==> config.mk <==
export PLATFORM = sky130hd
export DESIGN_NAME = micro_language_token_classifier_core
export DESIGN_NICKNAME = d
export VERILOG_FILES = /design/src/sv/mltc_pkg.sv /design/src/sv/micro_language_token_classifier_core.sv
export SDC_FILE = /design/constraint.sdc
export NUM_CORES = 1
export LEC_CHECK = 0
export BUFFER_PORTS_ARGS = -buffer_cell sky130_fd_sc_hd__buf_4
export CAP_MARGIN = 15
export CORE_MARGIN = 3
export CORE_UTILIZATION = 52
export CTS_CLUSTER_DIAMETER = 60
export DETAILED_ROUTE_END_ITERATION = 8
export PLACE_DENSITY = 0.79
export RECOVER_POWER = 50
export SYNTH_ARGS = -nofsm -noshare
export SYNTH_HDL_FRONTEND = slang
export SYNTH_SLANG_ARGS = --single-unit
==> constraint.sdc <==
create_clock -name clk_i -period 2 [get_ports clk_i]
set_clock_uncertainty 0.05 [all_clocks]
set_input_delay 0.2 -clock clk_i [delete_from_list [all_inputs] [get_ports clk_i]]
set_output_delay 0.2 -clock clk_i [all_outputs]
set_load 0.005 [all_outputs]
==> src/sv/mltc_pkg.sv <==
`timescale 1ns / 1ps
// ----------------------------------------------------------------------------
// mltc_pkg - shared types and tables for the micro language token classifier
// character classes, dfa states, token codes and keyword spelling
// ----------------------------------------------------------------------------
package mltc_pkg;

  localparam int unsigned DataW         = 8;
  localparam int unsigned OutDataW      = 8;
  localparam int unsigned TokW          = 4;
  localparam int unsigned CountW        = 6;
  localparam int unsigned CountMax      = 63;
  localparam int unsigned NumKw         = 4;
  localparam int unsigned KwIdxW        = 3;
  localparam int unsigned MaxLenDefault = 32;

  typedef enum logic [TokW-1:0] {
    TOK_INICIO   = 4'd0,
    TOK_FIN      = 4'd1,
    TOK_LEER     = 4'd2,
    TOK_ESCRIBIR = 4'd3,
    TOK_IDENT    = 4'd4,
    TOK_CONST    = 4'd5,
    TOK_LPAREN   = 4'd6,
    TOK_RPAREN   = 4'd7,
    TOK_SEMI     = 4'd8,
    TOK_COMMA    = 4'd9,
    TOK_ASSIGN   = 4'd10,
    TOK_PLUS     = 4'd11,
    TOK_MINUS    = 4'd12,
    TOK_ERROR    = 4'd13
  } token_e;

  typedef enum logic [3:0] {
    CC_DIGIT  = 4'd0,
    CC_LETTER = 4'd1,
    CC_LPAREN = 4'd2,
    CC_RPAREN = 4'd3,
    CC_SEMI   = 4'd4,
    CC_COMMA  = 4'd5,
    CC_COLON  = 4'd6,
    CC_EQUAL  = 4'd7,
    CC_PLUS   = 4'd8,
    CC_MINUS  = 4'd9,
    CC_SPACE  = 4'd10,
    CC_OTHER  = 4'd11
  } char_class_e;

  // one-hot dfa state
  typedef enum logic [11:0] {
    ST_START  = 12'b0000_0000_0001,
    ST_NUMBER = 12'b0000_0000_0010,
    ST_IDENT  = 12'b0000_0000_0100,
    ST_LPAREN = 12'b0000_0000_1000,
    ST_RPAREN = 12'b0000_0001_0000,
    ST_SEMI   = 12'b0000_0010_0000,
    ST_COMMA  = 12'b0000_0100_0000,
    ST_COLON  = 12'b0000_1000_0000,
    ST_PLUS   = 12'b0001_0000_0000,
    ST_MINUS  = 12'b0010_0000_0000,
    ST_ASSIGN = 12'b0100_0000_0000,
    ST_DEAD   = 12'b1000_0000_0000
  } dfa_state_e;

  // keyword spelling, zero padded to eight characters
  localparam logic [7:0] KwText [NumKw][8] = '{
    '{"I", "N", "I", "C", "I", "O", 8'h00, 8'h00},
    '{"F", "I", "N", 8'h00, 8'h00, 8'h00, 8'h00, 8'h00},
    '{"L", "E", "E", "R", 8'h00, 8'h00, 8'h00, 8'h00},
    '{"E", "S", "C", "R", "I", "B", "I", "R"}
  };

  localparam logic [CountW-1:0] KwLen [NumKw] = '{6'd6, 6'd3, 6'd4, 6'd8};

  // c-locale character classes
  function automatic char_class_e char_class(input logic [DataW-1:0] b);
    char_class_e c;
    case (b) inside
      ["0":"9"]:                c = CC_DIGIT;
      ["A":"Z"], ["a":"z"]:     c = CC_LETTER;
      "(":                      c = CC_LPAREN;
      ")":                      c = CC_RPAREN;
      ";":                      c = CC_SEMI;
      ",":                      c = CC_COMMA;
      ":":                      c = CC_COLON;
      "=":                      c = CC_EQUAL;
      "+":                      c = CC_PLUS;
      "-":                      c = CC_MINUS;
      " ", [8'd9:8'd13]:        c = CC_SPACE;
      default:                  c = CC_OTHER;
    endcase
    return c;
  endfunction

  function automatic dfa_state_e next_state(input dfa_state_e s, input char_class_e c);
    dfa_state_e n;
    n = ST_DEAD;
    case (s)
      ST_START: begin
        case (c)
          CC_DIGIT:  n = ST_NUMBER;
          CC_LETTER: n = ST_IDENT;
          CC_LPAREN: n = ST_LPAREN;
          CC_RPAREN: n = ST_RPAREN;
          CC_SEMI:   n = ST_SEMI;
          CC_COMMA:  n = ST_COMMA;
          CC_COLON:  n = ST_COLON;
          CC_PLUS:   n = ST_PLUS;
          CC_MINUS:  n = ST_MINUS;
          CC_SPACE:  n = ST_START;
          default:   n = ST_DEAD;
        endcase
      end
      ST_NUMBER: n = (c == CC_DIGIT) ? ST_NUMBER : ST_DEAD;
      ST_IDENT:  n = (c == CC_DIGIT || c == CC_LETTER) ? ST_IDENT : ST_DEAD;
      ST_COLON:  n = (c == CC_EQUAL) ? ST_ASSIGN : ST_DEAD;
      default:   n = ST_DEAD;
    endcase
    return n;
  endfunction

  // token for an end state; identifiers still go through the keyword check
  function automatic token_e end_token(input dfa_state_e s);
    token_e t;
    case (s)
      ST_NUMBER: t = TOK_CONST;
      ST_IDENT:  t = TOK_IDENT;
      ST_LPAREN: t = TOK_LPAREN;
      ST_RPAREN: t = TOK_RPAREN;
      ST_SEMI:   t = TOK_SEMI;
      ST_COMMA:  t = TOK_COMMA;
      ST_PLUS:   t = TOK_PLUS;
      ST_MINUS:  t = TOK_MINUS;
      ST_ASSIGN: t = TOK_ASSIGN;
      default:   t = TOK_ERROR;
    endcase
    return t;
  endfunction

  // character of keyword k at position idx matches b
  function automatic logic kw_char_match(input logic [1:0] k, input logic [KwIdxW-1:0] idx,
                                         input logic [DataW-1:0] b);
    return KwText[k][idx] == b;
  endfunction

endpackage

==> src/sv/micro_language_token_classifier_core.sv <==
`timescale 1ns / 1ps
// ----------------------------------------------------------------------------
// micro_language_token_classifier_core - table driven lexer for the micro language
// classifies one lexeme per run of bytes and gives its token class
// ----------------------------------------------------------------------------
// usage
//   slave side: one character per word in s_axis_tdata_i; a word with
//   s_axis_tlast_i high is the end marker, its data is ignored and it closes
//   the lexeme. ordinary characters give no result.
//   master side: one word per end marker, m_axis_tdata_o[3:0] is the token
//   class (0..3 keywords, 4 identifier, 5 constant, 6..12 punctuation and
//   operators, 13 error), upper bits zero.
// latency and throughput
//   one word per cycle. the dfa step, keyword compares and length count are
//   done in the cycle a word is taken, so the token is valid in the cycle
//   after the end marker is taken. when the receiver takes the token in that
//   cycle the next word is taken too, so lexemes follow with no gap.
// reset
//   scan state goes to the start state, count to zero, all keywords alive,
//   no token pending.
// stall
//   while a token waits and the receiver holds tready low, s_axis_tready_o
//   drops; otherwise words are taken every cycle.
// ----------------------------------------------------------------------------
module micro_language_token_classifier_core #(
  parameter int unsigned MAX_LEN = mltc_pkg::MaxLenDefault  // 1..62
) (
  input  logic                            clk_i,
  input  logic                            rst_ni,
  // slave side
  input  logic                            s_axis_tvalid_i,
  output logic                            s_axis_tready_o,
  input  logic [mltc_pkg::DataW-1:0]      s_axis_tdata_i,   // [7:0] char_byte
  input  logic                            s_axis_tlast_i,   // end_of_text
  // master side
  output logic                            m_axis_tvalid_o,
  input  logic                            m_axis_tready_i,
  output logic [mltc_pkg::OutDataW-1:0]   m_axis_tdata_o    // [3:0] token_class, rest zero
);

  // scan state
  mltc_pkg::dfa_state_e                   state_q, state_d;
  logic [mltc_pkg::CountW-1:0]            count_q, count_d;
  logic [mltc_pkg::NumKw-1:0]             kw_alive_q, kw_alive_d;

  // result register
  logic                                   out_valid_q, out_valid_d;
  mltc_pkg::token_e                       out_tok_q, tok_d;

  logic s_fire;
  logic m_fire;
  mltc_pkg::char_class_e cls;

  assign s_axis_tready_o = !out_valid_q || m_axis_tready_i;
  assign s_fire          = s_axis_tvalid_i && s_axis_tready_o;
  assign m_fire          = out_valid_q && m_axis_tready_i;
  assign cls             = mltc_pkg::char_class(s_axis_tdata_i);

  // scan update
  always_comb begin
    state_d    = state_q;
    count_d    = count_q;
    kw_alive_d = kw_alive_q;
    if (s_fire) begin
      if (s_axis_tlast_i) begin
        // end of lexeme, back to the start
        state_d    = mltc_pkg::ST_START;
        count_d    = '0;
        kw_alive_d = '1;
      end else if (state_q != mltc_pkg::ST_DEAD) begin
        for (int k = 0; k < mltc_pkg::NumKw; k++) begin
          if (count_q >= mltc_pkg::KwLen[k] ||
              !mltc_pkg::kw_char_match(2'(k), count_q[mltc_pkg::KwIdxW-1:0],
                                       s_axis_tdata_i)) begin
            kw_alive_d[k] = 1'b0;
          end
        end
        state_d = mltc_pkg::next_state(state_q, cls);
        // count saturates so long lexemes stay flagged
        if (count_q != mltc_pkg::CountW'(mltc_pkg::CountMax)) begin
          count_d = count_q + mltc_pkg::CountW'(1);
        end
      end
    end
  end

  // token for the lexeme seen so far
  always_comb begin
    tok_d = mltc_pkg::TOK_ERROR;
    if (count_q <= mltc_pkg::CountW'(MAX_LEN)) begin
      tok_d = mltc_pkg::end_token(state_q);
      if (state_q == mltc_pkg::ST_IDENT) begin
        // lowest keyword index wins
        for (int k = mltc_pkg::NumKw - 1; k >= 0; k--) begin
          if (kw_alive_q[k] && count_q == mltc_pkg::KwLen[k]) begin
            tok_d = mltc_pkg::token_e'(mltc_pkg::TokW'(k));
          end
        end
      end
    end
  end

  always_comb begin
    out_valid_d = out_valid_q;
    if (s_fire && s_axis_tlast_i) begin
      out_valid_d = 1'b1;
    end else if (m_fire) begin
      out_valid_d = 1'b0;
    end
  end

  always_ff @(posedge clk_i or negedge rst_ni) begin
    if (!rst_ni) begin
      state_q     <= mltc_pkg::ST_START;
      count_q     <= '0;
      kw_alive_q  <= '1;
      out_valid_q <= 1'b0;
    end else begin
      state_q     <= state_d;
      count_q     <= count_d;
      kw_alive_q  <= kw_alive_d;
      out_valid_q <= out_valid_d;
    end
  end

  always_ff @(posedge clk_i) begin
    if (s_fire && s_axis_tlast_i) begin
      out_tok_q <= tok_d;
    end
  end

  assign m_axis_tvalid_o = out_valid_q;
  assign m_axis_tdata_o  = {{(mltc_pkg::OutDataW - mltc_pkg::TokW){1'b0}}, out_tok_q};

  // ---------------------------------------------------------------------------
  // assertions
  // ---------------------------------------------------------------------------

  // an end marker always leaves a token pending
  a_eot_gives_token: assert property (@(posedge clk_i) disable iff (!rst_ni)
    s_fire && s_axis_tlast_i |=> out_valid_q)
    else $error("end marker taken without a token");

  // an end marker returns the scanner to its reset state
  a_eot_clears_scan: assert property (@(posedge clk_i) disable iff (!rst_ni)
    s_fire && s_axis_tlast_i |=>
      state_q == mltc_pkg::ST_START && count_q == '0 && kw_alive_q == '1)
    else $error("scan state not cleared after end marker");

  // leaving the start state means at least one character was counted
  a_state_implies_count: assert property (@(posedge clk_i) disable iff (!rst_ni)
    state_q != mltc_pkg::ST_START |-> count_q != '0)
    else $error("scan state advanced without a character count");

  // the dead state freezes count and keyword mask on ordinary characters
  a_dead_freezes: assert property (@(posedge clk_i) disable iff (!rst_ni)
    s_fire && !s_axis_tlast_i && state_q == mltc_pkg::ST_DEAD |=>
      $stable(count_q) && $stable(kw_alive_q) && state_q == mltc_pkg::ST_DEAD)
    else $error("dead state changed scan state");

  // a token in the result register is never beyond the error code
  a_token_range: assert property (@(posedge clk_i) disable iff (!rst_ni)
    out_valid_q |-> out_tok_q <= mltc_pkg::TOK_ERROR)
    else $error("token class out of range");

endmodule
==> impl_results.html, run 1 <==
<table>
<tr><th>Metric</th><th>Value</th></tr>
<tr><th colspan="2">Outcome</th></tr>
<tr><td>Status</td><td>completed</td></tr>
<tr><th colspan="2">Finish</th></tr>
<tr><td>Share of layout cells above drive strength 1</td><td>0.262</td></tr>
<tr><td>Number of inserted filler cells in the final layout</td><td>366</td></tr>
<tr><td>Area occupied by registers</td><td>between 700 and 800 µm²</td></tr>
<tr><td>Finished Cell Area</td><td>around 2900 µm²</td></tr>
<tr><td>Antenna diode instance count</td><td>0</td></tr>
<tr><td>Post-layout nets</td><td>between 300 and 400</td></tr>
<tr><td>Area growth from synthesis to final layout</td><td>18.1%</td></tr>
<tr><td>Area occupied by multi-input gates</td><td>1650 µm²</td></tr>
<tr><th colspan="2">Worst setup path</th></tr>
<tr><td>Critical path arrival</td><td>roughly 2200 ps</td></tr>
<tr><td>Crit path capture type</td><td>flop</td></tr>
<tr><td>R2R depth</td><td>5</td></tr>
<tr><td>CP endpoint</td><td>state_q[0]$_DFFE_PN1P_</td></tr>
<tr><td>Worst reg2reg path startpoint</td><td>state_q[7]$_DFFE_PN0P_</td></tr>
<tr><td>Category of the critical setup timing path</td><td>flop to flop</td></tr>
<tr><td>Largest fanout on the critical path</td><td>5</td></tr>
<tr><td>End of the worst register-to-register path</td><td>state_q[0]$_DFFE_PN1P_</td></tr>
<tr><td>Worst setup slack for register-to-register paths</td><td>approximately 17 ps</td></tr>
<tr><td>Required time of the critical path</td><td>about 2200 ps</td></tr>
<tr><td>Origin of the worst setup path</td><td>state_q[7]$_DFFE_PN0P_</td></tr>
<tr><td>Worst setup SP type</td><td>flop</td></tr>
<tr><th colspan="2">Synth</th></tr>
<tr><td>Count of mapped cells out of synthesis</td><td>about 290</td></tr>
<tr><td>Post-synthesis sequential area ratio</td><td>0.288</td></tr>
<tr><td>Per-instance average area after synthesis</td><td>about 8.4 µm²</td></tr>
<tr><td>Most used flip-flop cell after synthesis</td><td>dfrtp_1</td></tr>
<tr><td>YS warnings</td><td>0</td></tr>
<tr><td>Synth area leader</td><td>dfrtp_1</td></tr>
<tr><td>Count of state elements after synthesis</td><td>27</td></tr>
<tr><td>Top area cells in the synthesized netlist</td><td>dfrtp_1 18%, dfstp_2 5.4%, edfxtp_1 4.9%</td></tr>
<tr><td>Count of flip-flops with a built-in enable after synthesis</td><td>4</td></tr>
<tr><td>Syn Std Cell Area</td><td>approximately 2400 µm²</td></tr>
<tr><td>Async set-or-reset flop fraction in the synthesized netlist</td><td>0.852</td></tr>
<tr><td>Count of different cell masters after synthesis</td><td>approximately 70</td></tr>
<tr><td>Share of the synthesized area in the top cell type</td><td>0.185</td></tr>
<tr><th colspan="2">Timing</th></tr>
<tr><td>Number of endpoints failing setup at the final stage</td><td>0</td></tr>
<tr><td>Period utilization</td><td>0.991</td></tr>
<tr><td>Slew Limit Fails</td><td>0</td></tr>
<tr><td>Max-Slew Margin vs Limit</td><td>0.122</td></tr>
<tr><td>Max frequency</td><td>between 500 and 600 MHz</td></tr>
<tr><td>Period minus WS final</td><td>a little under 2000 ps</td></tr>
<tr><td>Slew at the pin closest to its max-slew limit</td><td>roughly 1300 ps</td></tr>
<tr><td>Final hold violation count</td><td>0</td></tr>
<tr><th colspan="2">Place</th></tr>
<tr><td>Detail Placement HPWL</td><td>4720 µm</td></tr>
<tr><td>Gp weighted congestion</td><td>approximately 0.83</td></tr>
<tr><td>Post-DP Area</td><td>approximately 2700 µm²</td></tr>
<tr><td>Total of buffers placed on input and output ports</td><td>18</td></tr>
<tr><th colspan="2">Power</th></tr>
<tr><td>Power density normalized to cell area</td><td>610 nW/µm²</td></tr>
<tr><td>Maximum vdd ir drop</td><td>about 430 µV</td></tr>
<tr><td>Lkg Pwr</td><td>approximately 1.2 nW</td></tr>
<tr><td>Power after layout</td><td>1.76 mW</td></tr>
<tr><th colspan="2">Global route</th></tr>
<tr><td>Met2 routing resource usage after global routing</td><td>0.394</td></tr>
<tr><td>Maximum number of pins on one net before global-route repair</td><td>24</td></tr>
<tr><td>First-pass GRT wire length</td><td>10300 µm</td></tr>
<tr><td>Met3 usage in global routing</td><td>0.0270</td></tr>
<tr><td>Initial antenna violation count</td><td>0</td></tr>
<tr><td>Most utilized layer in the global route result</td><td>met2</td></tr>
<tr><td>Aggregate global-route resource usage</td><td>0.236</td></tr>
<tr><td>Via count of the first global-routing pass</td><td>approximately 2200</td></tr>
<tr><td>GR Overflow Total</td><td>0</td></tr>
<tr><td>Met1 track utilization from global routing</td><td>0.318</td></tr>
<tr><th colspan="2">Floorplanning</th></tr>
<tr><td>Site Rows</td><td>24</td></tr>
<tr><td>Initial cell density of the core</td><td>0.549</td></tr>
<tr><td>Die outline width</td><td>74.5 µm</td></tr>
<tr><td>Number of primary I/O pins</td><td>23</td></tr>
<tr><td>Core area</td><td>approximately 4400 µm²</td></tr>
<tr><td>Die ar.</td><td>roughly 5500 µm²</td></tr>
<tr><td>Die outline height</td><td>~74 µm</td></tr>
<tr><th colspan="2">Flow run</th></tr>
<tr><td>Number of maximum-capacitance constraint violations</td><td>0</td></tr>
<tr><th colspan="2">Clock tree</th></tr>
<tr><td>Root buf cell</td><td>clkbuf_8</td></tr>
<tr><td>H-tree levels</td><td>1</td></tr>
<tr><td>Clock transition at the registers of the reported paths</td><td>90 ps</td></tr>
<tr><td>Clock insertion delay at the later pin of the skew report</td><td>around 280 ps</td></tr>
<tr><td>Sinks on the clock net</td><td>27</td></tr>
<tr><td>Clock buffer count from CTS</td><td>3</td></tr>
<tr><td>Clock Tree Buf Depth</td><td>2</td></tr>
<tr><td>CTS tree</td><td>built</td></tr>
<tr><th colspan="2">Drt</th></tr>
<tr><td>DRT Pass-1 Iters</td><td>5</td></tr>
<tr><td>Average wire per standard cell</td><td>17.4 µm</td></tr>
<tr><td>Remaining antenna violation count</td><td>0</td></tr>
<tr><td>Total Wirelength</td><td>6540 µm</td></tr>
<tr><td>Via-to-Cell Ratio</td><td>about 6.6</td></tr>
<tr><td>Total via count in the routed design</td><td>roughly 2500</td></tr>
<tr><td>First DRT Iteration DRCs</td><td>around 250</td></tr>
<tr><td>Number of design rule violations left after detail routing</td><td>0</td></tr>
<tr><th colspan="2">Worst hold path</th></tr>
<tr><td>Worst hold-check path type</td><td>input pin to flop</td></tr>
</table>
## logic make-up after synthesis
group           count (synthesis)  synth area share
simple gates                  126             0.310
buf+inv                        32            0.0657
compound gates                 76             0.222
other cells                     1           0.00154
fa+ha+maj                       8            0.0410
flops                          27             0.288
mux                             6            0.0251
xor+xnor                       13            0.0467
## report_power, final
part,switching (mW),internal (mW)
Sequential,0.0472,0.610
Combinational,0.415,0.357
Clock,0.183,0.144
## worst min path at each step
stage / depth (start not counted) / slack (ps) / startpoint / endpoint
4_1_cts: 3 / 200 / m_axis_tready_i / m_axis_tvalid_o$_DFFE_PN0P_
5_1_grt: 3 / 230 / m_axis_tready_i / m_axis_tvalid_o$_DFFE_PN0P_
2_1_floorplan: 0 / -150 / rst_ni / count_q[0]$_DFFE_PN0P_
6_report: 3 / 190 / m_axis_tready_i / m_axis_tvalid_o$_DFFE_PN0P_
3_5_place_dp: 1 / 60 / rst_ni / m_axis_tvalid_o$_DFFE_PN0P_
3_3_place_gp: 1 / 60 / rst_ni / state_q[5]$_DFFE_PN0P_
## final cells by class
type,count,share of cell area
timing repair buffer,50,0.131
inverter,10,0.0130
clock buffer,4,0.0156
tap,52,0.0226
sequential,27,0.244
multi-input combinational,233,0.573
## per-layer routing
layer | wire length (µm) | vias to the layer above
met3 | 442 | 18
met4 | 138 | 0
met5 | 0 | -
met2 | 3190 | 137
met1 | 2770 | 1186
li1 | - | 1145
## state kept, by name (all words and copies together), names as in the netlist
signal           flops
state_q             12
out_tok_q            4
kw_alive_q           4
m_axis_tvalid_o      1
count_q              6
## repair_timing
action,CTS,global route
endpoints found under the setup margin,4,15
resized for setup,1,15
buffers inserted,2,5
hold endpoints to repair,18,0
pin swaps,1,5
hold buffers,1,0
## stage by stage
stage	hold WS, ps	setup TNS (ps)	utilization	setup WS [ps]	cells
floorplan	-146	0	-	30.4	292
global placement	63.3	0	0.613	48.7	364
detailed placement	63.6	-18.5	0.613	-12.6	364
CTS	201	0	0.629	12.1	371
global route	226	-415	0.648	-70.7	376
finish	192	0	0.648	17.2	376
## critical path: stages (launching register included)
cell and delay (ps):
dfrtp_1 480, nor4_4 330, nand4_1 220, buf_4 190, or4_1 510, o21ai_2 140
## cells in the final DEF (no fill, tap or decap), types with 3 or more instances in the layout
cell type / count
nand3_1: 9
or4_1: 5
or3_1: 3
a31oi_1: 5
nor3_1: 12
dfrtp_1: 17
xnor2_1: 5
clkbuf_8: 3
nor4_1: 3
xor2_1: 8
nor2_1: 15
dfstp_2: 5
inv_1: 9
o21ai_2: 3
o31ai_1: 4
and3_1: 4
a21oi_1: 10
nor2b_1: 6
conb_1: 4
a22o_1: 4
nor3b_1: 3
nand2b_1: 7
o211ai_1: 3
ha_1: 6
mux2i_1: 5
edfxtp_1: 4
nand4_1: 10
clkbuf_4: 6
o21ai_1: 5
nor3_2: 3
nand2_1: 23
buf_4: 41
o22ai_1: 4
o21ai_0: 15
## Yosys cell counts, drive strengths merged (5+ instances only)
library cell	number
nor2b	8
nand2b	8
nand3	9
nor2	15
dfstp	5
a21oi	12
xor2	8
or3	5
dfrtp	18
o21ai	23
or4	5
clkbuf	7
a31oi	5
nor3	15
mux2i	5
nand2	23
buf	15
xnor2	5
inv	10
nand4	10
ha	8
o31ai	5
Note: power is estimated with default switching activity, not from simulation.
==> inputs of run 2 (changes only) <==
--- a/config.mk
+++ b/config.mk
@@ -12,7 +12,7 @@
 export CTS_CLUSTER_DIAMETER = 60
 export DETAILED_ROUTE_END_ITERATION = 8
 export PLACE_DENSITY = 0.79
-export RECOVER_POWER = 50
+export RECOVER_POWER = 100
 export SYNTH_ARGS = -nofsm -noshare
 export SYNTH_HDL_FRONTEND = slang
 export SYNTH_SLANG_ARGS = --single-unit
==> run 2 against run 1 <==
  * Wire length is the same
  * Core utilization unchanged
  * Sequential power about the same
  * Via count is the same
  * Combinational power about the same
  * Count of clock-buffer cells in the layout unchanged
  * Final area unchanged
  * Worst setup slack unchanged
  * Clock power about the same
  * Register-to-register slack about the same
  * Flip-flop and latch count stayed put
  * Final cell count unchanged
==> impl_results.html, run 2 (synthesized netlist as in run 1, its figures left out) <==
<table>
<tr><th>Metric</th><th>Value</th></tr>
<tr><th colspan="2">Outcome</th></tr>
<tr><td>Status</td><td>completed</td></tr>
<tr><th colspan="2">Floorplanning</th></tr>
<tr><td>Die outline height</td><td>74.5 µm (unchanged)</td></tr>
<tr><td>Die outline width</td><td>74.5 µm (unchanged)</td></tr>
<tr><td>Die ar.</td><td>5550 µm² (unchanged)</td></tr>
<tr><td>Core area</td><td>4440 µm² (unchanged)</td></tr>
<tr><td>Number of primary I/O pins</td><td>23 (unchanged)</td></tr>
<tr><td>Site Rows</td><td>24 (unchanged)</td></tr>
<tr><td>Initial cell density of the core</td><td>0.549 (unchanged)</td></tr>
<tr><th colspan="2">Global route</th></tr>
<tr><td>Via count of the first global-routing pass</td><td>2206 (unchanged)</td></tr>
<tr><td>Initial antenna violation count</td><td>0 (unchanged)</td></tr>
<tr><td>Met3 usage in global routing</td><td>0.0270 (unchanged)</td></tr>
<tr><td>Maximum number of pins on one net before global-route repair</td><td>24 (unchanged)</td></tr>
<tr><td>Most utilized layer in the global route result</td><td>met2</td></tr>
<tr><td>Met1 track utilization from global routing</td><td>0.318 (unchanged)</td></tr>
<tr><td>First-pass GRT wire length</td><td>10300 µm (unchanged)</td></tr>
<tr><td>GR Overflow Total</td><td>0 (unchanged)</td></tr>
<tr><td>Aggregate global-route resource usage</td><td>0.236 (unchanged)</td></tr>
<tr><td>Met2 routing resource usage after global routing</td><td>0.394 (unchanged)</td></tr>
<tr><th colspan="2">Drt</th></tr>
<tr><td>Remaining antenna violation count</td><td>0 (unchanged)</td></tr>
<tr><td>DRT Pass-1 Iters</td><td>5 (unchanged)</td></tr>
<tr><td>Total Wirelength</td><td>6540 µm (unchanged)</td></tr>
<tr><td>Via-to-Cell Ratio</td><td>6.61 (unchanged)</td></tr>
<tr><td>Total via count in the routed design</td><td>2486 (unchanged)</td></tr>
<tr><td>Number of design rule violations left after detail routing</td><td>0 (unchanged)</td></tr>
<tr><td>Average wire per standard cell</td><td>17.4 µm (unchanged)</td></tr>
<tr><td>First DRT Iteration DRCs</td><td>249 (unchanged)</td></tr>
<tr><th colspan="2">Worst setup path</th></tr>
<tr><td>Largest fanout on the critical path</td><td>5 (unchanged)</td></tr>
<tr><td>Critical path cell sequence</td><td>nor4_4 -&gt; nand4_1 -&gt; buf_4 -&gt; or4_1 -&gt; o21ai_2</td></tr>
<tr><td>Required time of the critical path</td><td>2170 ps (about the same)</td></tr>
<tr><td>Worst setup SP type</td><td>flop</td></tr>
<tr><td>Buffers and inverters on the worst path</td><td>1 (unchanged)</td></tr>
<tr><td>R2R depth</td><td>5 (unchanged)</td></tr>
<tr><td>Critical path arrival</td><td>2150 ps (about the same)</td></tr>
<tr><td>Crit path capture type</td><td>flop</td></tr>
<tr><td>Worst setup slack for register-to-register paths</td><td>20 ps (about the same)</td></tr>
<tr><td>Number of stages on the worst setup path</td><td>5 (unchanged)</td></tr>
<tr><td>Crit path max-delay cell type</td><td>or4_1</td></tr>
<tr><td>Category of the critical setup timing path</td><td>flop to flop</td></tr>
<tr><td>Kind of cell adding the most delay to the critical path</td><td>simple AND/OR/NAND/NOR gates</td></tr>
<tr><td>Delay contributed by the slowest stage of the critical path</td><td>510 ps (about the same)</td></tr>
<tr><th colspan="2">Finish</th></tr>
<tr><td>Area growth from synthesis to final layout</td><td>18.1% (unchanged)</td></tr>
<tr><td>Reg with most FFs</td><td>state_q</td></tr>
<tr><td>Largest register FFs</td><td>12 (unchanged)</td></tr>
<tr><td>Top flop regs</td><td>state_q (12), count_q (6)</td></tr>
<tr><td>Post-layout nets</td><td>346 (unchanged)</td></tr>
<tr><td>Share of layout cells above drive strength 1</td><td>0.262 (unchanged)</td></tr>
<tr><td>Most frequent standard cell in the layout excluding fill and tap cells</td><td>buf_4</td></tr>
<tr><td>Antenna diode instance count</td><td>0 (unchanged)</td></tr>
<tr><td>Top library cells by usage in the layout, fill and taps aside</td><td>41 x buf_4, 23 x nand2_1, 17 x dfrtp_1</td></tr>
<tr><th colspan="2">Flow run</th></tr>
<tr><td>Number of maximum-capacitance constraint violations</td><td>0 (unchanged)</td></tr>
<tr><th colspan="2">Clock tree</th></tr>
<tr><td>Clock Tree Buf Depth</td><td>2 (unchanged)</td></tr>
<tr><td>Clock insertion delay at the later pin of the skew report</td><td>280 ps (about the same)</td></tr>
<tr><td>Sinks on the clock net</td><td>27 (unchanged)</td></tr>
<tr><td>H-tree levels</td><td>1 (unchanged)</td></tr>
<tr><td>Clock buffer count from CTS</td><td>3 (unchanged)</td></tr>
<tr><td>CTS tree</td><td>built</td></tr>
<tr><td>Root buf cell</td><td>clkbuf_8</td></tr>
<tr><td>Clock transition at the registers of the reported paths</td><td>90 ps (about the same)</td></tr>
<tr><th colspan="2">Worst hold path</th></tr>
<tr><td>Count of cells along the worst hold path</td><td>3 (unchanged)</td></tr>
<tr><td>Worst hold-check path type</td><td>input pin to flop</td></tr>
<tr><th colspan="2">Power</th></tr>
<tr><td>Combinational Power Share</td><td>0.440 (about the same)</td></tr>
<tr><td>Lkg Pwr</td><td>1.17 nW (about the same)</td></tr>
<tr><td>Internal power</td><td>1.11 mW (about the same)</td></tr>
<tr><td>Switch share</td><td>0.368 (about the same)</td></tr>
<tr><td>NetSw</td><td>645 µW (about the same)</td></tr>
<tr><td>Register share of total power</td><td>0.374 (about the same)</td></tr>
<tr><td>Relative contribution of the clock network to total power</td><td>0.186 (about the same)</td></tr>
<tr><td>Maximum vdd ir drop</td><td>426 µV (about the same)</td></tr>
<tr><td>Power density normalized to cell area</td><td>610 nW/µm² (about the same)</td></tr>
<tr><th colspan="2">Timing</th></tr>
<tr><td>Period minus WS final</td><td>1980 ps (unchanged)</td></tr>
<tr><td>Final hold violation count</td><td>0 (unchanged)</td></tr>
<tr><td>Max-Slew Margin vs Limit</td><td>0.122 (unchanged)</td></tr>
<tr><td>Slew at the pin closest to its max-slew limit</td><td>1320 ps (unchanged)</td></tr>
<tr><td>Period utilization</td><td>0.991 (unchanged)</td></tr>
<tr><td>Worst Slack Setup Final</td><td>17.2 ps (unchanged)</td></tr>
<tr><td>Total negative setup slack</td><td>0 ps (unchanged)</td></tr>
<tr><td>Slew Limit Fails</td><td>0 (unchanged)</td></tr>
<tr><td>Max frequency</td><td>504 MHz (unchanged)</td></tr>
<tr><td>Number of endpoints failing setup at the final stage</td><td>0 (unchanged)</td></tr>
<tr><th colspan="2">Place</th></tr>
<tr><td>Total of buffers placed on input and output ports</td><td>18 (unchanged)</td></tr>
<tr><td>Worst setup timing slack at the placement stage</td><td>-12.6 ps (unchanged)</td></tr>
<tr><td>Detail Placement HPWL</td><td>4720 µm (unchanged)</td></tr>
<tr><td>Gp weighted congestion</td><td>0.829 (unchanged)</td></tr>
</table>
-- run 2: final timing paths --
kind,from,end
worst max register to register,state_q[7]$_DFFE_PN0P_,state_q[0]$_DFFE_PN1P_
max in group asynchronous,rst_ni,count_q[0]$_DFFE_PN0P_
worst min register to register,kw_alive_q[2]$_DFFE_PN1P_,kw_alive_q[2]$_DFFE_PN1P_
min in group asynchronous,rst_ni,m_axis_tvalid_o$_DFFE_PN0P_
worst min-delay path,m_axis_tready_i,m_axis_tvalid_o$_DFFE_PN0P_
worst max-delay path,state_q[7]$_DFFE_PN0P_,state_q[0]$_DFFE_PN1P_
-- run 2: what timing repair did --
| action | CTS | global route |
|---|---|---|
| pin swaps | 1 | 5 |
| hold buffers | 1 | 0 |
| endpoints found under the setup margin | 4 | 15 |
| gates resized for setup | 1 | 15 |
| endpoints found under the hold margin | 18 | 0 |
| setup buffers | 2 | 5 |
-- run 2: area by class of cell --
type | count | area, µm²
Multi-Input combinational cell | 233 | 1650
Timing Repair Buffer | 50 | 378
Inverter | 10 | 37.5
Fill cell | 366 | 1570
Clock buffer | 4 | 45.0
Tap cell | 52 | 65.1
Sequential cell | 27 | 703
-- run 2: per-stage QoR --
step	hold slack [ps]	utilization	total power, mW	area [µm²]	std cells
floorplan	-146	-	1.14	2470	292
global placement	63.3	0.613	1.35	2720	364
detailed placement	63.6	0.613	1.37	2720	364
CTS	201	0.629	1.71	2800	371
global route	227	0.648	1.85	2880	376
finish	193	0.648	1.76	2880	376
-- run 2: power groups by stage --
stage / clock (mW) / sequential (mW) / combinational [mW]
6_report: 0.327 / 0.657 / 0.771
5_1_grt: 0.347 / 0.663 / 0.836
4_1_cts: 0.327 / 0.657 / 0.726
3_5_place_dp: 0 / 0.669 / 0.706
3_3_place_gp: 0 / 0.665 / 0.683
2_1_floorplan: 0 / 0.652 / 0.490
-- run 2: layer usage --
layer / vias to the layer above / wire length [µm] / part of all wire
li1: 1145 / - / -
met1: 1186 / 2770 / 0.42
met2: 137 / 3190 / 0.49
met3: 18 / 442 / 0.068
met4: 0 / 138 / 0.021
met5: - / 0 / 0
-- run 2: worst register-to-register path, cell delays in order, from the launching register on --
cell and delay (ps):
dfrtp_1 480, nor4_4 330, nand4_1 220, buf_4 190, or4_1 510, o21ai_2 140
==> inputs of run 3 (changes only) <==
--- a/config.mk
+++ b/config.mk
@@ -7,7 +7,6 @@
 export LEC_CHECK = 0
 export BUFFER_PORTS_ARGS = -buffer_cell sky130_fd_sc_hd__buf_4
 export CAP_MARGIN = 15
-export CORE_MARGIN = 3
 export CORE_UTILIZATION = 52
 export CTS_CLUSTER_DIAMETER = 60
 export DETAILED_ROUTE_END_ITERATION = 8
==> run 3 against run 2 <==
  * Sequential power about the same
  * Critical path type unchanged
  * Total power decreased by 1.1%
  * Critical endpoint is now state_q[6]$_DFFE_PN0P_
  * Non-clock buffer count increased by 5
  * The run now ends with design-rule violations left
  * Register-to-register slack about the same
  * Fmax decreased by 0.24%
  * Flip-flop and latch count unchanged
==> impl_results.html, run 3 (synthesized netlist as in run 1, its figures left out) <==
<table>
<tr><th>Metric</th><th>Value</th></tr>
<tr><th colspan="2">Outcome</th></tr>
<tr><td>Status</td><td>finished with violations</td></tr>
<tr><td>Violations in the final reports</td><td>design-rule violations</td></tr>
<tr><th colspan="2">Worst setup path</th></tr>
<tr><td>Worst reg2reg path startpoint</td><td>state_q[8]$_DFFE_PN0P_</td></tr>
<tr><td>Worst setup SP type</td><td>flop</td></tr>
<tr><td>Delay contributed by the slowest stage of the critical path</td><td>420 ps (-90 ps)</td></tr>
<tr><td>Category of the critical setup timing path</td><td>flop to flop</td></tr>
<tr><td>Crit path capture type</td><td>flop</td></tr>
<tr><td>Critical path arrival</td><td>2120 ps (-30 ps)</td></tr>
<tr><td>Required time of the critical path</td><td>2130 ps (-40 ps)</td></tr>
<tr><td>Critical path cell sequence</td><td>nor4_4 -&gt; nand4_1 -&gt; or3_4 -&gt; nand2b_4 -&gt; o31ai_2</td></tr>
<tr><td>Worst setup slack for register-to-register paths</td><td>10 ps (about the same)</td></tr>
<tr><td>Crit path max-delay cell type</td><td>dfrtp_1</td></tr>
<tr><td>Origin of the worst setup path</td><td>state_q[8]$_DFFE_PN0P_</td></tr>
<tr><td>Largest fanout on the critical path</td><td>4 (-1)</td></tr>
<tr><th colspan="2">Floorplanning</th></tr>
<tr><td>Core area</td><td>4440 µm² (unchanged)</td></tr>
<tr><td>Initial cell density of the core</td><td>0.549 (unchanged)</td></tr>
<tr><td>Number of primary I/O pins</td><td>23 (unchanged)</td></tr>
<tr><td>Die ar.</td><td>4970 µm² (-10%)</td></tr>
<tr><td>Die outline height</td><td>70.5 µm (-5.4%)</td></tr>
<tr><td>Die outline width</td><td>70.5 µm (-5.4%)</td></tr>
<tr><td>Site Rows</td><td>24 (unchanged)</td></tr>
<tr><th colspan="2">Timing</th></tr>
<tr><td>Period minus WS final</td><td>1990 ps (+4.78 ps)</td></tr>
<tr><td>RSZ-0062 raised after global routing</td><td>true</td></tr>
<tr><td>Period utilization</td><td>0.994 (+0.00239)</td></tr>
<tr><td>Worst hold slack</td><td>207 ps (+14.4 ps)</td></tr>
<tr><td>Number of endpoints failing setup at the final stage</td><td>0 (unchanged)</td></tr>
<tr><td>Slew at the pin closest to its max-slew limit</td><td>1280 ps (-35.6 ps)</td></tr>
<tr><td>Max frequency</td><td>503 MHz (-0.24%)</td></tr>
<tr><td>Slew Limit Fails</td><td>0 (unchanged)</td></tr>
<tr><td>Final hold violation count</td><td>0 (unchanged)</td></tr>
<tr><td>Max-Slew Margin vs Limit</td><td>0.145 (+0.0237)</td></tr>
<tr><th colspan="2">Drt</th></tr>
<tr><td>Via-to-Cell Ratio</td><td>6.27 (-5.1%)</td></tr>
<tr><td>Number of design rule violations left after detail routing</td><td>8 (+8)</td></tr>
<tr><td>Total via count in the routed design</td><td>2390 (-3.9%)</td></tr>
<tr><td>Average wire per standard cell</td><td>16.9 µm (-2.6%)</td></tr>
<tr><td>DRT Pass-1 Iters</td><td>6 (+1)</td></tr>
<tr><td>Remaining antenna violation count</td><td>0 (unchanged)</td></tr>
<tr><td>First DRT Iteration DRCs</td><td>264 (+6.0%)</td></tr>
<tr><td>Total Wirelength</td><td>6450 µm (-1.3%)</td></tr>
<tr><th colspan="2">Power</th></tr>
<tr><td>Combinational Power Share</td><td>0.437 (-0.003)</td></tr>
<tr><td>Power density normalized to cell area</td><td>600 nW/µm² (-1.6%)</td></tr>
<tr><td>NetSw</td><td>636 µW (-1.4%)</td></tr>
<tr><td>Switch share</td><td>0.367 (-0.00105)</td></tr>
<tr><td>Relative contribution of the clock network to total power</td><td>0.184 (-0.002)</td></tr>
<tr><td>Lkg Pwr</td><td>1.20 nW (+2.1%)</td></tr>
<tr><td>Register share of total power</td><td>0.379 (+0.005)</td></tr>
<tr><td>Internal power</td><td>1.10 mW (-0.97%)</td></tr>
<tr><td>Maximum vdd ir drop</td><td>366 µV (-14%)</td></tr>
<tr><th colspan="2">Place</th></tr>
<tr><td>Post-DP Area</td><td>2790 µm² (+2.5%)</td></tr>
<tr><td>Detail Placement HPWL</td><td>4720 µm (about the same)</td></tr>
<tr><td>Total of buffers placed on input and output ports</td><td>18 (unchanged)</td></tr>
<tr><td>Cell count after placement</td><td>373 (+2.5%)</td></tr>
<tr><td>Gp weighted congestion</td><td>0.878 (+6.0%)</td></tr>
<tr><th colspan="2">Worst hold path</th></tr>
<tr><td>Worst hold-check path type</td><td>input pin to flop</td></tr>
<tr><td>Startpoint of the worst hold path</td><td>m_axis_tready_i</td></tr>
<tr><th colspan="2">Clock tree</th></tr>
<tr><td>Sinks on the clock net</td><td>27 (unchanged)</td></tr>
<tr><td>CTS tree</td><td>built</td></tr>
<tr><td>Clock buffer count from CTS</td><td>3 (unchanged)</td></tr>
<tr><td>Clock Tree Buf Depth</td><td>2 (unchanged)</td></tr>
<tr><td>Clock insertion delay at the later pin of the skew report</td><td>280 ps (about the same)</td></tr>
<tr><td>H-tree levels</td><td>1 (unchanged)</td></tr>
<tr><td>Root buf cell</td><td>clkbuf_8</td></tr>
<tr><td>Clock transition at the registers of the reported paths</td><td>90 ps (about the same)</td></tr>
<tr><th colspan="2">Global route</th></tr>
<tr><td>Initial antenna violation count</td><td>0 (unchanged)</td></tr>
<tr><td>First-pass GRT wire length</td><td>10600 µm (+2.9%)</td></tr>
<tr><td>GR Overflow Total</td><td>0 (unchanged)</td></tr>
<tr><td>Via count of the first global-routing pass</td><td>2255 (+2.2%)</td></tr>
<tr><td>Maximum number of pins on one net before global-route repair</td><td>24 (unchanged)</td></tr>
<tr><td>Aggregate global-route resource usage</td><td>0.265 (+0.0288)</td></tr>
<tr><th colspan="2">Finish</th></tr>
<tr><td>Top flop regs</td><td>state_q (12), count_q (6)</td></tr>
<tr><td>Reg with most FFs</td><td>state_q</td></tr>
<tr><td>Most frequent standard cell in the layout excluding fill and tap cells</td><td>buf_4</td></tr>
<tr><td>Antenna diode instance count</td><td>0 (unchanged)</td></tr>
<tr><td>Finished Cell Area</td><td>2890 µm² (+0.48%)</td></tr>
<tr><td>Final std cells w/o fill</td><td>381 (+1.3%)</td></tr>
<tr><td>Area growth from synthesis to final layout</td><td>18.6%</td></tr>
<tr><td>Largest register FFs</td><td>12 (unchanged)</td></tr>
<tr><td>Top library cells by usage in the layout, fill and taps aside</td><td>47 x buf_4, 23 x nand2_1, 18 x dfrtp_1</td></tr>
<tr><td>Share of layout cells above drive strength 1</td><td>0.271 (+0.00817)</td></tr>
<tr><td>Core occupancy in the finished layout</td><td>0.651 (+0.00310)</td></tr>
<tr><td>Post-layout nets</td><td>351 (+1.4%)</td></tr>
<tr><th colspan="2">Flow run</th></tr>
<tr><td>Number of maximum-capacitance constraint violations</td><td>0 (unchanged)</td></tr>
</table>
-- run 3: final timing paths --
check / depth (start not counted) / endpoint
worst max-delay path: 5 / state_q[6]$_DFFE_PN0P_
worst min-delay path: 3 / m_axis_tvalid_o$_DFFE_PN0P_
worst max register to register: 5 / state_q[6]$_DFFE_PN0P_
worst min register to register: 2 / kw_alive_q[2]$_DFFE_PN1P_
max in group asynchronous: 2 / state_q[1]$_DFFE_PN0P_
min in group asynchronous: 2 / count_q[1]$_DFFE_PN0P_
-- run 3: metrics by stage --
stage	setup TNS [ps]	total power, mW	setup slack [ps]
6_report	0	1.74	12.4
5_1_grt	-258	1.85	-72.7
4_1_cts	0	1.70	14.3
3_5_place_dp	0	1.39	1.08
3_3_place_gp	0	1.36	61.7
2_1_floorplan	0	1.14	30.4
-- run 3: layout make-up --
cell class / instances / area, µm²
clock buffers: 4 / 45.0
fillers: 371 / 1550
repair buffers: 55 / 412
well taps: 52 / 65.1
inverters: 10 / 37.5
flip-flops and latches: 27 / 702
multi-input cells: 233 / 1630
-- run 3: metal layers --
layer / global-route usage / share of wire / wire length (µm) / vias to the layer above
li1: - / - / - / 1152
met1: 0.364 / 0.45 / 2900 / 1141
met2: 0.429 / 0.47 / 3020 / 83
met3: 0.0317 / 0.056 / 363 / 14
met4: 0.0884 / 0.025 / 162 / 0
met5: 0 / 0 / 0 / -
-- run 3: repair_timing --
action	4_1_cts	5_1_grt
setup endpoints to repair	2	11
endpoints found under the hold margin	18	0
gates resized for setup	1	11
pin swaps	1	3
hold buffers	1	0
setup buffers	2	1
-- run 3: critical path: cells and delay by family (launching register included) --
family / cells / cell delay, ps
simple gates: 4 / 1210
flops: 1 / 420
compound gates: 1 / 210
-- run 3: power by group through the flow --
| stage | Combinational (mW) | Clock, mW | Sequential, mW |
|---|---|---|---|
| CTS | 0.732 | 0.316 | 0.653 |
| global placement | 0.703 | 0 | 0.661 |
| detailed placement | 0.722 | 0 | 0.664 |
| finish | 0.759 | 0.319 | 0.657 |
| global route | 0.839 | 0.345 | 0.663 |
| floorplan | 0.490 | 0 | 0.652 |
